==> config.mk <==
export PLATFORM = sky130hd
export DESIGN_NAME = fixed_capacity_linked_list
export DESIGN_NICKNAME = d
export VERILOG_FILES = /design/src/rtl/fcll_pkg.sv /design/src/rtl/fcll_front.sv /design/src/rtl/fcll_queue.sv /design/src/rtl/fcll_back.sv /design/src/rtl/fixed_capacity_linked_list.sv
export SDC_FILE = /design/constraint.sdc
export NUM_CORES = 1
export LEC_CHECK = 0
export BUFFER_PORTS_ARGS = -buffer_cell sky130_fd_sc_hd__buf_2
export CAP_MARGIN = 20
export CORE_MARGIN = 2
export CORE_UTILIZATION = 34
export CTS_CLUSTER_DIAMETER = 80
export DETAILED_ROUTE_END_ITERATION = 10
export GPL_ROUTABILITY_DRIVEN = 0
export PLACE_DENSITY = 0.49
export SYNTH_ARGS = -nofsm -noshare
export SYNTH_HDL_FRONTEND = slang
export SYNTH_SLANG_ARGS = --single-unit
==> constraint.sdc <==
create_clock -name clk_i -period 6.2 [get_ports clk_i]
set_clock_uncertainty 0.1 [all_clocks]
set_input_delay 1.24 -clock clk_i [delete_from_list [all_inputs] [get_ports clk_i]]
set_output_delay 1.24 -clock clk_i [all_outputs]
set_load 0.005 [all_outputs]
==> src/rtl/fcll_pkg.sv <==
// ---------------------------------------------------------------------------
// fcll_pkg
// Types, constants and helpers shared by the linked list blocks.
// ---------------------------------------------------------------------------
package fcll_pkg;

  // Pool geometry
  localparam int CAPACITY    = 16;
  localparam int VALUE_WIDTH = 32;
  localparam int SLOT_W      = $clog2(CAPACITY + 1);
  localparam int IDX_W       = (CAPACITY > 1) ? $clog2(CAPACITY) : 1;
  localparam int FILL_W      = 5;
  localparam int DATA_W      = 32;

  // Command queue between front and back
  localparam int QUEUE_DEPTH = 2;
  localparam int QPTR_W      = $clog2(QUEUE_DEPTH);
  localparam int QCNT_W      = $clog2(QUEUE_DEPTH + 1);

  typedef logic [SLOT_W-1:0]      slot_t;
  typedef logic [VALUE_WIDTH-1:0] value_t;

  localparam slot_t                NULL_SLOT = SLOT_W'(CAPACITY);
  localparam logic [FILL_W-1:0]    FILL_FULL = FILL_W'(CAPACITY);

  // Input command codes
  typedef enum logic [1:0] {
    OP_INSERT = 2'd0,
    OP_FIND   = 2'd1,
    OP_ERASE  = 2'd2,
    OP_WALK   = 2'd3
  } op_e;

  // Result status codes
  typedef enum logic [1:0] {
    ST_OK   = 2'd0,
    ST_MISS = 2'd1,
    ST_FULL = 2'd2
  } status_e;

  typedef struct packed {
    logic [1:0]               cmd;
    logic signed [DATA_W-1:0] item_value;
  } in_item_t;

  typedef struct packed {
    status_e                  status;
    logic signed [DATA_W-1:0] out_value;
    logic                     out_valid;
    logic [FILL_W-1:0]        fill_count;
    logic                     last;
  } out_item_t;

  // Classified command as it travels through the queue
  typedef struct packed {
    op_e    op;
    value_t value;
  } cmd_t;

  // Sign-extend the input word, then keep the stored width
  function automatic value_t value_from_in(logic signed [DATA_W-1:0] x);
    logic [63:0] w;
    w = 64'(x);
    return w[VALUE_WIDTH-1:0];
  endfunction

  // Zero-extend a stored value onto the result word
  function automatic logic signed [DATA_W-1:0] value_to_out(value_t v);
    logic [63:0] w;
    w = 64'(v);
    return w[DATA_W-1:0];
  endfunction

  // Entry count onto the result field
  function automatic logic [FILL_W-1:0] fill_of(slot_t c);
    logic [63:0] w;
    w = 64'(c);
    return w[FILL_W-1:0];
  endfunction

endpackage

==> src/rtl/fcll_front.sv <==
// ---------------------------------------------------------------------------
// fcll_front
// Input stage: takes items, decodes the command and pushes to the queue.
// ---------------------------------------------------------------------------
module fcll_front (
  input  logic               clk_i,
  input  logic               rst_ni,
  input  logic               in_valid_i,
  output logic               in_stall_o,
  input  fcll_pkg::in_item_t in_item_i,
  output logic               push_o,
  output fcll_pkg::cmd_t     push_item_o,
  input  logic               full_i
);

  logic           hold_valid_q, hold_valid_d;
  fcll_pkg::cmd_t hold_q;
  fcll_pkg::cmd_t cls;
  logic           accept;

  // Decode the raw command
  always_comb begin
    cls.value = fcll_pkg::value_from_in(in_item_i.item_value);
    case (in_item_i.cmd)
      fcll_pkg::OP_INSERT: cls.op = fcll_pkg::OP_INSERT;
      fcll_pkg::OP_FIND:   cls.op = fcll_pkg::OP_FIND;
      fcll_pkg::OP_ERASE:  cls.op = fcll_pkg::OP_ERASE;
      default:             cls.op = fcll_pkg::OP_WALK;
    endcase
  end

  // Hold register drains into the queue
  assign push_o      = hold_valid_q && !full_i;
  assign push_item_o = hold_q;
  assign in_stall_o  = hold_valid_q && full_i;
  assign accept      = in_valid_i && !in_stall_o;

  always_comb begin
    hold_valid_d = hold_valid_q;
    if (accept) begin
      hold_valid_d = 1'b1;
    end else if (push_o) begin
      hold_valid_d = 1'b0;
    end
  end

  always_ff @(posedge clk_i or negedge rst_ni) begin
    if (!rst_ni) begin
      hold_valid_q <= 1'b0;
    end else begin
      hold_valid_q <= hold_valid_d;
    end
  end

  always_ff @(posedge clk_i) begin
    if (accept) begin
      hold_q <= cls;
    end
  end

endmodule

==> src/rtl/fcll_queue.sv <==
// ---------------------------------------------------------------------------
// fcll_queue
// Short FIFO of decoded commands between the front and back.
// ---------------------------------------------------------------------------
module fcll_queue (
  input  logic           clk_i,
  input  logic           rst_ni,
  input  logic           push_i,
  input  fcll_pkg::cmd_t push_item_i,
  output logic           full_o,
  input  logic           pop_i,
  output logic           valid_o,
  output fcll_pkg::cmd_t item_o
);

  fcll_pkg::cmd_t                    entry_q [fcll_pkg::QUEUE_DEPTH];
  logic [fcll_pkg::QPTR_W-1:0]       wr_ptr_q, rd_ptr_q;
  logic [fcll_pkg::QCNT_W-1:0]       count_q, count_d;

  assign full_o  = (count_q == fcll_pkg::QCNT_W'(fcll_pkg::QUEUE_DEPTH));
  assign valid_o = (count_q != '0);
  assign item_o  = entry_q[rd_ptr_q];

  // Occupancy
  always_comb begin
    count_d = count_q;
    case ({push_i, pop_i})
      2'b10:   count_d = count_q + 1'b1;
      2'b01:   count_d = count_q - 1'b1;
      default: count_d = count_q;
    endcase
  end

  always_ff @(posedge clk_i or negedge rst_ni) begin
    if (!rst_ni) begin
      wr_ptr_q <= '0;
      rd_ptr_q <= '0;
      count_q  <= '0;
    end else begin
      if (push_i) begin
        wr_ptr_q <= (wr_ptr_q == fcll_pkg::QPTR_W'(fcll_pkg::QUEUE_DEPTH - 1)) ?
                    '0 : wr_ptr_q + 1'b1;
      end
      if (pop_i) begin
        rd_ptr_q <= (rd_ptr_q == fcll_pkg::QPTR_W'(fcll_pkg::QUEUE_DEPTH - 1)) ?
                    '0 : rd_ptr_q + 1'b1;
      end
      count_q <= count_d;
    end
  end

  // Storage
  always_ff @(posedge clk_i) begin
    if (push_i) begin
      entry_q[wr_ptr_q] <= push_item_i;
    end
  end

endmodule

==> src/rtl/fcll_back.sv <==
// ---------------------------------------------------------------------------
// fcll_back
// Execution engine: slot pool, list links, free list and result register.
// ---------------------------------------------------------------------------
module fcll_back (
  input  logic                clk_i,
  input  logic                rst_ni,
  input  logic                q_valid_i,
  input  fcll_pkg::cmd_t      q_item_i,
  output logic                q_pop_o,
  output logic                out_valid_o,
  input  logic                out_stall_i,
  output fcll_pkg::out_item_t out_item_o
);

  typedef enum logic [1:0] {
    S_IDLE = 2'b01,
    S_TRAV = 2'b10
  } state_e;

  state_e state_q, state_d;

  // Pool storage
  fcll_pkg::value_t slot_value_q [fcll_pkg::CAPACITY];
  fcll_pkg::slot_t  slot_next_q  [fcll_pkg::CAPACITY];
  fcll_pkg::slot_t  slot_free_q  [fcll_pkg::CAPACITY];

  fcll_pkg::slot_t  head_q, tail_q, free_head_q, count_q, count_d;

  // Traversal context
  fcll_pkg::op_e    op_q, op_d;
  fcll_pkg::value_t key_q, key_d;
  fcll_pkg::slot_t  cur_q, cur_d, prev_q, prev_d, step_q, step_d;

  logic                  out_valid_q;
  fcll_pkg::out_item_t   out_item_q, out_item_d, res;
  logic                  load, out_free, ins_do, ers_do, full, hit, fin;

  logic [fcll_pkg::IDX_W-1:0] cur_idx, prev_idx, free_idx, tail_idx;
  fcll_pkg::value_t           cur_val;
  fcll_pkg::slot_t            cur_nxt;

  assign cur_idx  = cur_q[fcll_pkg::IDX_W-1:0];
  assign prev_idx = prev_q[fcll_pkg::IDX_W-1:0];
  assign free_idx = free_head_q[fcll_pkg::IDX_W-1:0];
  assign tail_idx = tail_q[fcll_pkg::IDX_W-1:0];
  assign cur_val  = slot_value_q[cur_idx];
  assign cur_nxt  = slot_next_q[cur_idx];

  assign out_free = !out_valid_q || !out_stall_i;
  assign full     = (count_q >= fcll_pkg::NULL_SLOT) || (free_head_q >= fcll_pkg::NULL_SLOT);
  assign hit      = (cur_val == key_q);
  // traversal ends at a null link or after a full pool of steps
  assign fin      = (cur_nxt >= fcll_pkg::NULL_SLOT) ||
                    (step_q == fcll_pkg::SLOT_W'(fcll_pkg::CAPACITY - 1));

  // Sequencer
  always_comb begin
    state_d = state_q;
    op_d    = op_q;
    key_d   = key_q;
    cur_d   = cur_q;
    prev_d  = prev_q;
    step_d  = step_q;
    q_pop_o = 1'b0;
    load    = 1'b0;
    ins_do  = 1'b0;
    ers_do  = 1'b0;
    res.status     = fcll_pkg::ST_OK;
    res.out_value  = '0;
    res.out_valid  = 1'b0;
    res.fill_count = '0;
    res.last       = 1'b1;
    case (state_q)
      S_IDLE: begin
        if (q_valid_i && out_free) begin
          q_pop_o = 1'b1;
          if (q_item_i.op == fcll_pkg::OP_INSERT) begin
            load = 1'b1;
            if (full) begin
              res.status = fcll_pkg::ST_FULL;
            end else begin
              ins_do = 1'b1;
            end
          end else if (head_q >= fcll_pkg::NULL_SLOT) begin
            // empty list: find, erase and walk all miss
            load       = 1'b1;
            res.status = fcll_pkg::ST_MISS;
          end else begin
            state_d = S_TRAV;
            op_d    = q_item_i.op;
            key_d   = q_item_i.value;
            cur_d   = head_q;
            prev_d  = fcll_pkg::NULL_SLOT;
            step_d  = '0;
          end
        end
      end
      S_TRAV: begin
        if (out_free) begin
          if (op_q == fcll_pkg::OP_WALK) begin
            load          = 1'b1;
            res.out_value = fcll_pkg::value_to_out(cur_val);
            res.out_valid = 1'b1;
            res.last      = fin;
          end else if (hit) begin
            load   = 1'b1;
            ers_do = (op_q == fcll_pkg::OP_ERASE);
          end else if (fin) begin
            load       = 1'b1;
            res.status = fcll_pkg::ST_MISS;
          end
          if ((op_q != fcll_pkg::OP_WALK && hit) || fin) begin
            state_d = S_IDLE;
          end else begin
            cur_d  = cur_nxt;
            prev_d = cur_q;
            step_d = step_q + 1'b1;
          end
        end
      end
      default: state_d = S_IDLE;
    endcase
  end

  // Entry count after this command
  always_comb begin
    count_d = count_q;
    if (ins_do) begin
      count_d = count_q + 1'b1;
    end else if (ers_do && count_q != '0) begin
      count_d = count_q - 1'b1;
    end
  end

  // Result with the entry count after this command
  always_comb begin
    out_item_d            = res;
    out_item_d.fill_count = fcll_pkg::fill_of(count_d);
  end

  always_comb begin
    out_item_o = out_item_q;
  end
  assign out_valid_o = out_valid_q;

  // Control state, links and free list
  always_ff @(posedge clk_i or negedge rst_ni) begin
    if (!rst_ni) begin
      state_q     <= S_IDLE;
      head_q      <= fcll_pkg::NULL_SLOT;
      tail_q      <= fcll_pkg::NULL_SLOT;
      free_head_q <= '0;
      count_q     <= '0;
      out_valid_q <= 1'b0;
      for (int i = 0; i < fcll_pkg::CAPACITY; i++) begin
        slot_next_q[i] <= fcll_pkg::NULL_SLOT;
        slot_free_q[i] <= fcll_pkg::SLOT_W'(i + 1);
      end
    end else begin
      state_q <= state_d;
      count_q <= count_d;
      if (load) begin
        out_valid_q <= 1'b1;
      end else if (!out_stall_i) begin
        out_valid_q <= 1'b0;
      end
      // append at the tail
      if (ins_do) begin
        free_head_q           <= slot_free_q[free_idx];
        slot_free_q[free_idx] <= fcll_pkg::NULL_SLOT;
        slot_next_q[free_idx] <= fcll_pkg::NULL_SLOT;
        if (tail_q < fcll_pkg::NULL_SLOT) begin
          slot_next_q[tail_idx] <= free_head_q;
        end
        if (head_q >= fcll_pkg::NULL_SLOT) begin
          head_q <= free_head_q;
        end
        tail_q <= free_head_q;
      end
      // unlink the matching node and push its slot
      if (ers_do) begin
        if (head_q == cur_q) begin
          head_q <= cur_nxt;
        end
        if (tail_q == cur_q) begin
          tail_q <= prev_q;
        end
        if (prev_q < fcll_pkg::NULL_SLOT) begin
          slot_next_q[prev_idx] <= cur_nxt;
        end
        slot_next_q[cur_idx] <= fcll_pkg::NULL_SLOT;
        slot_free_q[cur_idx] <= free_head_q;
        free_head_q          <= cur_q;
      end
    end
  end

  // Payload registers
  always_ff @(posedge clk_i) begin
    op_q   <= op_d;
    key_q  <= key_d;
    cur_q  <= cur_d;
    prev_q <= prev_d;
    step_q <= step_d;
    if (ins_do) begin
      slot_value_q[free_idx] <= q_item_i.value;
    end
    if (load) begin
      out_item_q <= out_item_d;
    end
  end

endmodule

==> src/rtl/fixed_capacity_linked_list.sv <==
// ---------------------------------------------------------------------------
// fixed_capacity_linked_list
// Singly linked list of signed values in a fixed slot pool with a free list.
// ---------------------------------------------------------------------------
// Commands enter through a one-item input register and a two-entry queue, so
// new items are taken while the engine is busy. The engine runs one command at
// a time. Insert and any command on an empty list complete from the idle state.
// Find and erase follow one link per cycle after a setup step, up to CAPACITY
// (16) links. Walk emits one element per cycle. The link-following loop runs
// through the slot arrays; a stalled result register pauses the engine.
// Insert into a full pool returns status full and changes nothing.
module fixed_capacity_linked_list (
  input  logic                clk_i,
  input  logic                rst_ni,
  input  logic                in_valid_i,
  output logic                in_stall_o,
  input  fcll_pkg::in_item_t  in_item_i,
  output logic                out_valid_o,
  input  logic                out_stall_i,
  output fcll_pkg::out_item_t out_item_o
);

  logic           push, full, q_valid, q_pop;
  fcll_pkg::cmd_t push_item, q_item;

  fcll_front u_front (
    .clk_i       (clk_i),
    .rst_ni      (rst_ni),
    .in_valid_i  (in_valid_i),
    .in_stall_o  (in_stall_o),
    .in_item_i   (in_item_i),
    .push_o      (push),
    .push_item_o (push_item),
    .full_i      (full)
  );

  fcll_queue u_queue (
    .clk_i       (clk_i),
    .rst_ni      (rst_ni),
    .push_i      (push),
    .push_item_i (push_item),
    .full_o      (full),
    .pop_i       (q_pop),
    .valid_o     (q_valid),
    .item_o      (q_item)
  );

  fcll_back u_back (
    .clk_i       (clk_i),
    .rst_ni      (rst_ni),
    .q_valid_i   (q_valid),
    .q_item_i    (q_item),
    .q_pop_o     (q_pop),
    .out_valid_o (out_valid_o),
    .out_stall_i (out_stall_i),
    .out_item_o  (out_item_o)
  );

endmodule

==> metrics.md <==
| Metric | Value |
|---|---|
| Status | `finished clean` |
| Share of layout cells above drive strength 1 | `22.58%` |
| Minimum clock period | `5280 ps` |
| Chip Height | `339.3 um` |
| GRT Util Overall | `19.12%` |
| Compound-Gate Fraction of Synth Area | `6.265%` |
| Number of DRC markers in iteration 0 | `2010` |
| Dpl cell area | `0.04067 mm^2` |
| Relative slew slack | `18.75%` |
| Max Cap Viol | `0` |
| RSZ-0062 raised after global routing | `no` |
| Port bufs | `80` |
| Synth top area share | `55.31%` |
| Worst skew pair latency | `690 ps` |
| Hold Violations, Final | `0` |
| Hold Crit Depth | `0` |
| Initial antenna violation count | `2` |
| Hold/Removal Path Class | `reg2reg` |
| Worst-Margin Slew | `1219 ps` |
| Crit. End Element | `flop` |
| WP data required | `6710 ps` |
| Peak VDD IR | `0.2070 mV` |
| DP HPWL | `67.93 mm` |
| Syn nets | `2536` |
| Fin area | `0.04393 mm^2` |
| Sink Count | `896` |
| WL final | `110.9 mm` |
| Most common cell after layout, fill and taps aside | `edfxtp_1` |
| # setup viols final | `0` |
| Post-synth EDFFs | `704` |
| Die X | `339.3 um` |
| Worst R2R Setup Slack | `920 ps` |
| Register area share after synthesis | `68.00%` |
| Yosys warning total | `0` |
| Simple-gate share of the synthesized area | `6.707%` |
| Drt via density | `5.401` |
| Crit path DAT | `5790 ps` |
| Wirelength per Cell | `26.39 um` |
| Die area | `0.1151 mm^2` |
| Fmax | `0.1894 GHz` |
| CP startpoint kind | `flop` |
| Num CTS Buffers | `98` |
| DR pass1 iterations | `5` |
| Quantity of gates resized following cts | `0` |
| Rows | `123` |
| Clk root buf | `clkbuf_16` |
| Slew Limit Fails | `0` |
| Vias | `22697` |
| Register-to-Register Path Depth | `11` |
| CP max FO | `48` |
| Yosys cell types | `75` |
| Period utilization | `85.17%` |
| Post-detailed-route count of antenna-violating nets | `0` |
| Largest family of logic cells by synthesized area | `multiplexers` |
| Final nets | `2663` |
| Area Growth Syn to Fin | `14.92%` |
| H-tree levels | `3` |
| Hold Path End | `u_queue.entry_q[1][31]` |
| Io pins | `81` |
| Power Total | `18.74 mW` |
| Synth area leader | `edfxtp_1` |
| # hold bufs at CTS | `0` |
| Remaining DRCs | `0` |
| Number of global-route vias before repair | `22977` |
| Setup TNS | `0 ps` |
| Prevailing post-synth register cell | `edfxtp_1` |
| Leak | `14.80 nW` |
| FFs w/ async S/R, synth | `20.98%` |
| Critical path type | `reg2reg` |
| Initial core utilization | `34.12%` |
| Synth Area in XOR/XNOR | `1.741%` |
| CTS tree | `done` |
| Avg Cell Area, Syn | `15.34 um^2` |
| Non-Filler Instances | `4202` |
| Max Buffers Root-to-Sink | `3` |
| Adder-cell share of the synthesized area | `0.2291%` |
| Reg-to-reg critical path endpoint | `u_back.head_q[4]` |
| Grt ovf | `0` |
| Ant. Diodes | `0` |
| Inst Count DP | `4017` |
| FF+latch count, synth | `896` |
| Pwr Density | `426.6 mW/mm^2` |
| WHS | `344.1 ps` |
| CTS clock-pin slew for the worst setup and hold paths | `60 ps` |
| Mux share of post-synthesis cell area | `14.93%` |
| Postcts setup bufs | `0` |
| Top post-synthesis cells by area | `edfxtp_1 (55%), dfrtp_1 (8.9%), mux4_2 (8.0%), mux2i_1 (5.1%), dfstp_2 (3.6%)` |
| Post-Synthesis Cells | `2491` |
| Hold Startpoint | `u_front.push_item_o[31]` |
| Commonest non-fill, non-tap cells in the layout | `edfxtp_1 (704), nand2_1 (234), mux2i_1 (194)` |
| First-pass GRT wire length | `162.4 mm` |
| Core region area | `0.1120 mm^2` |
| Pin count of the biggest net entering global routing | `91` |
| Post-Syn Area | `0.03822 mm^2` |
| Fillers | `10426` |
==> cell type report <==
class | instances | area [um^2] | area share [%]
well taps | 1500 | 1877 | 4.273
inverters | 45 | 168.9 | 0.3845
clock inverters | 54 | 578.1 | 1.316
flip-flops and latches | 896 | 26010 | 59.21
repair buffers | 157 | 1139 | 2.592
multi-input cells | 1420 | 11480 | 26.14
clock buffers | 130 | 2675 | 6.090
==> state kept, by name, summed over array words and instances, names as in the netlist, 5 cells and up, named ones only <==
register / flops
u_back.step_q: 5
u_front.push_item_o: 34
u_back.tail_q: 5
u_back.slot_value_q: 512
u_back.count_q: 5
u_back.slot_next_q: 80
u_back.prev_q: 5
u_back.out_item_o: 41
u_back.head_q: 5
u_back.key_q: 32
u_back.free_head_q: 5
u_queue.entry_q: 68
u_back.cur_q: 5
u_back.slot_free_q: 80
==> kinds of logic after synthesis <==
kind of cell | Yosys count
DFF | 896
xor gates and xnor gates | 76
muxes | 388
buffers and inverters | 175
adders and majority gates | 7
and+or+nand+nor | 556
AOI/OAI and AO/OA | 393
==> worst max-delay path, cell delays in order (launching register included) <==
cell and delay [ps]:
dfxtp_4 830, buf_12 370, mux2_2 370, o22ai_1 160, a311oi_1 60, o21ai_1 250, xnor2_1 120, nor4_2 510
nand4_2 460, or4_4 790, or4_1 750, mux2_4 360
==> synthesized netlist by cell type (7+ instances only) <==
library cell,number
edfxtp_1,704
nand2_1,234
mux2i_1,194
o21ai_0,154
nor2_1,148
dfrtp_1,136
mux4_2,136
clkbuf_1,67
a21oi_1,58
dfstp_2,52
nand3_1,52
xnor2_1,49
mux2_2,48
inv_1,40
a211oi_1,37
o21ai_1,29
xor2_1,27
a22oi_1,25
a31oi_1,23
buf_1,22
nand2b_1,18
buf_2,17
and3_1,15
nor3_1,14
buf_4,13
o22ai_1,13
and2_1,12
o31a_1,12
nor2b_1,11
buf_6,10
nor4_1,8
or2_2,8
ha_1,7
==> per-layer routing <==
layer | global-route usage [%] | vias to the layer above | wire [um] | part of all wire (%)
met3 | 3.103 | 160 | 6265 | 5.6
met4 | 4.996 | 0 | 2487 | 2.2
met1 | 27.70 | 11937 | 50870 | 46
li1 | - | 9796 | - | -
met5 | 0 | - | 0 | 0
met2 | 29.95 | 804 | 51270 | 46
==> metrics by stage <==
stage	utilization (%)	setup WS (ps)
global placement	36.29	1004
CTS	39.20	876.9
finish	39.21	919.6
floorplan	-	556.6
global route	39.21	655.4
detailed placement	36.30	891.0
==> report_power, final <==
part | internal [mW] | total [mW] | switching, mW
Clock | 3.49 | 5.91 | 2.42
Sequential | 7.60 | 8.04 | 0.440
Combinational | 1.67 | 4.79 | 3.12
==> worst max-delay path by stage <==
stage                            to  cells past startpoint  slack, ps  start
6_report           u_back.head_q[4]                     11        920   flop
5_1_grt            u_back.head_q[4]                     11        660   flop
4_1_cts            u_back.head_q[4]                     10        880   flop
3_5_place_dp       u_back.head_q[4]                     10        890   flop
3_3_place_gp       u_back.head_q[4]                     10       1000   flop
2_1_floorplan  u_back.out_item_o[0]                     12        560   flop
No activity file was read; power rests on OpenSTA's default activity.
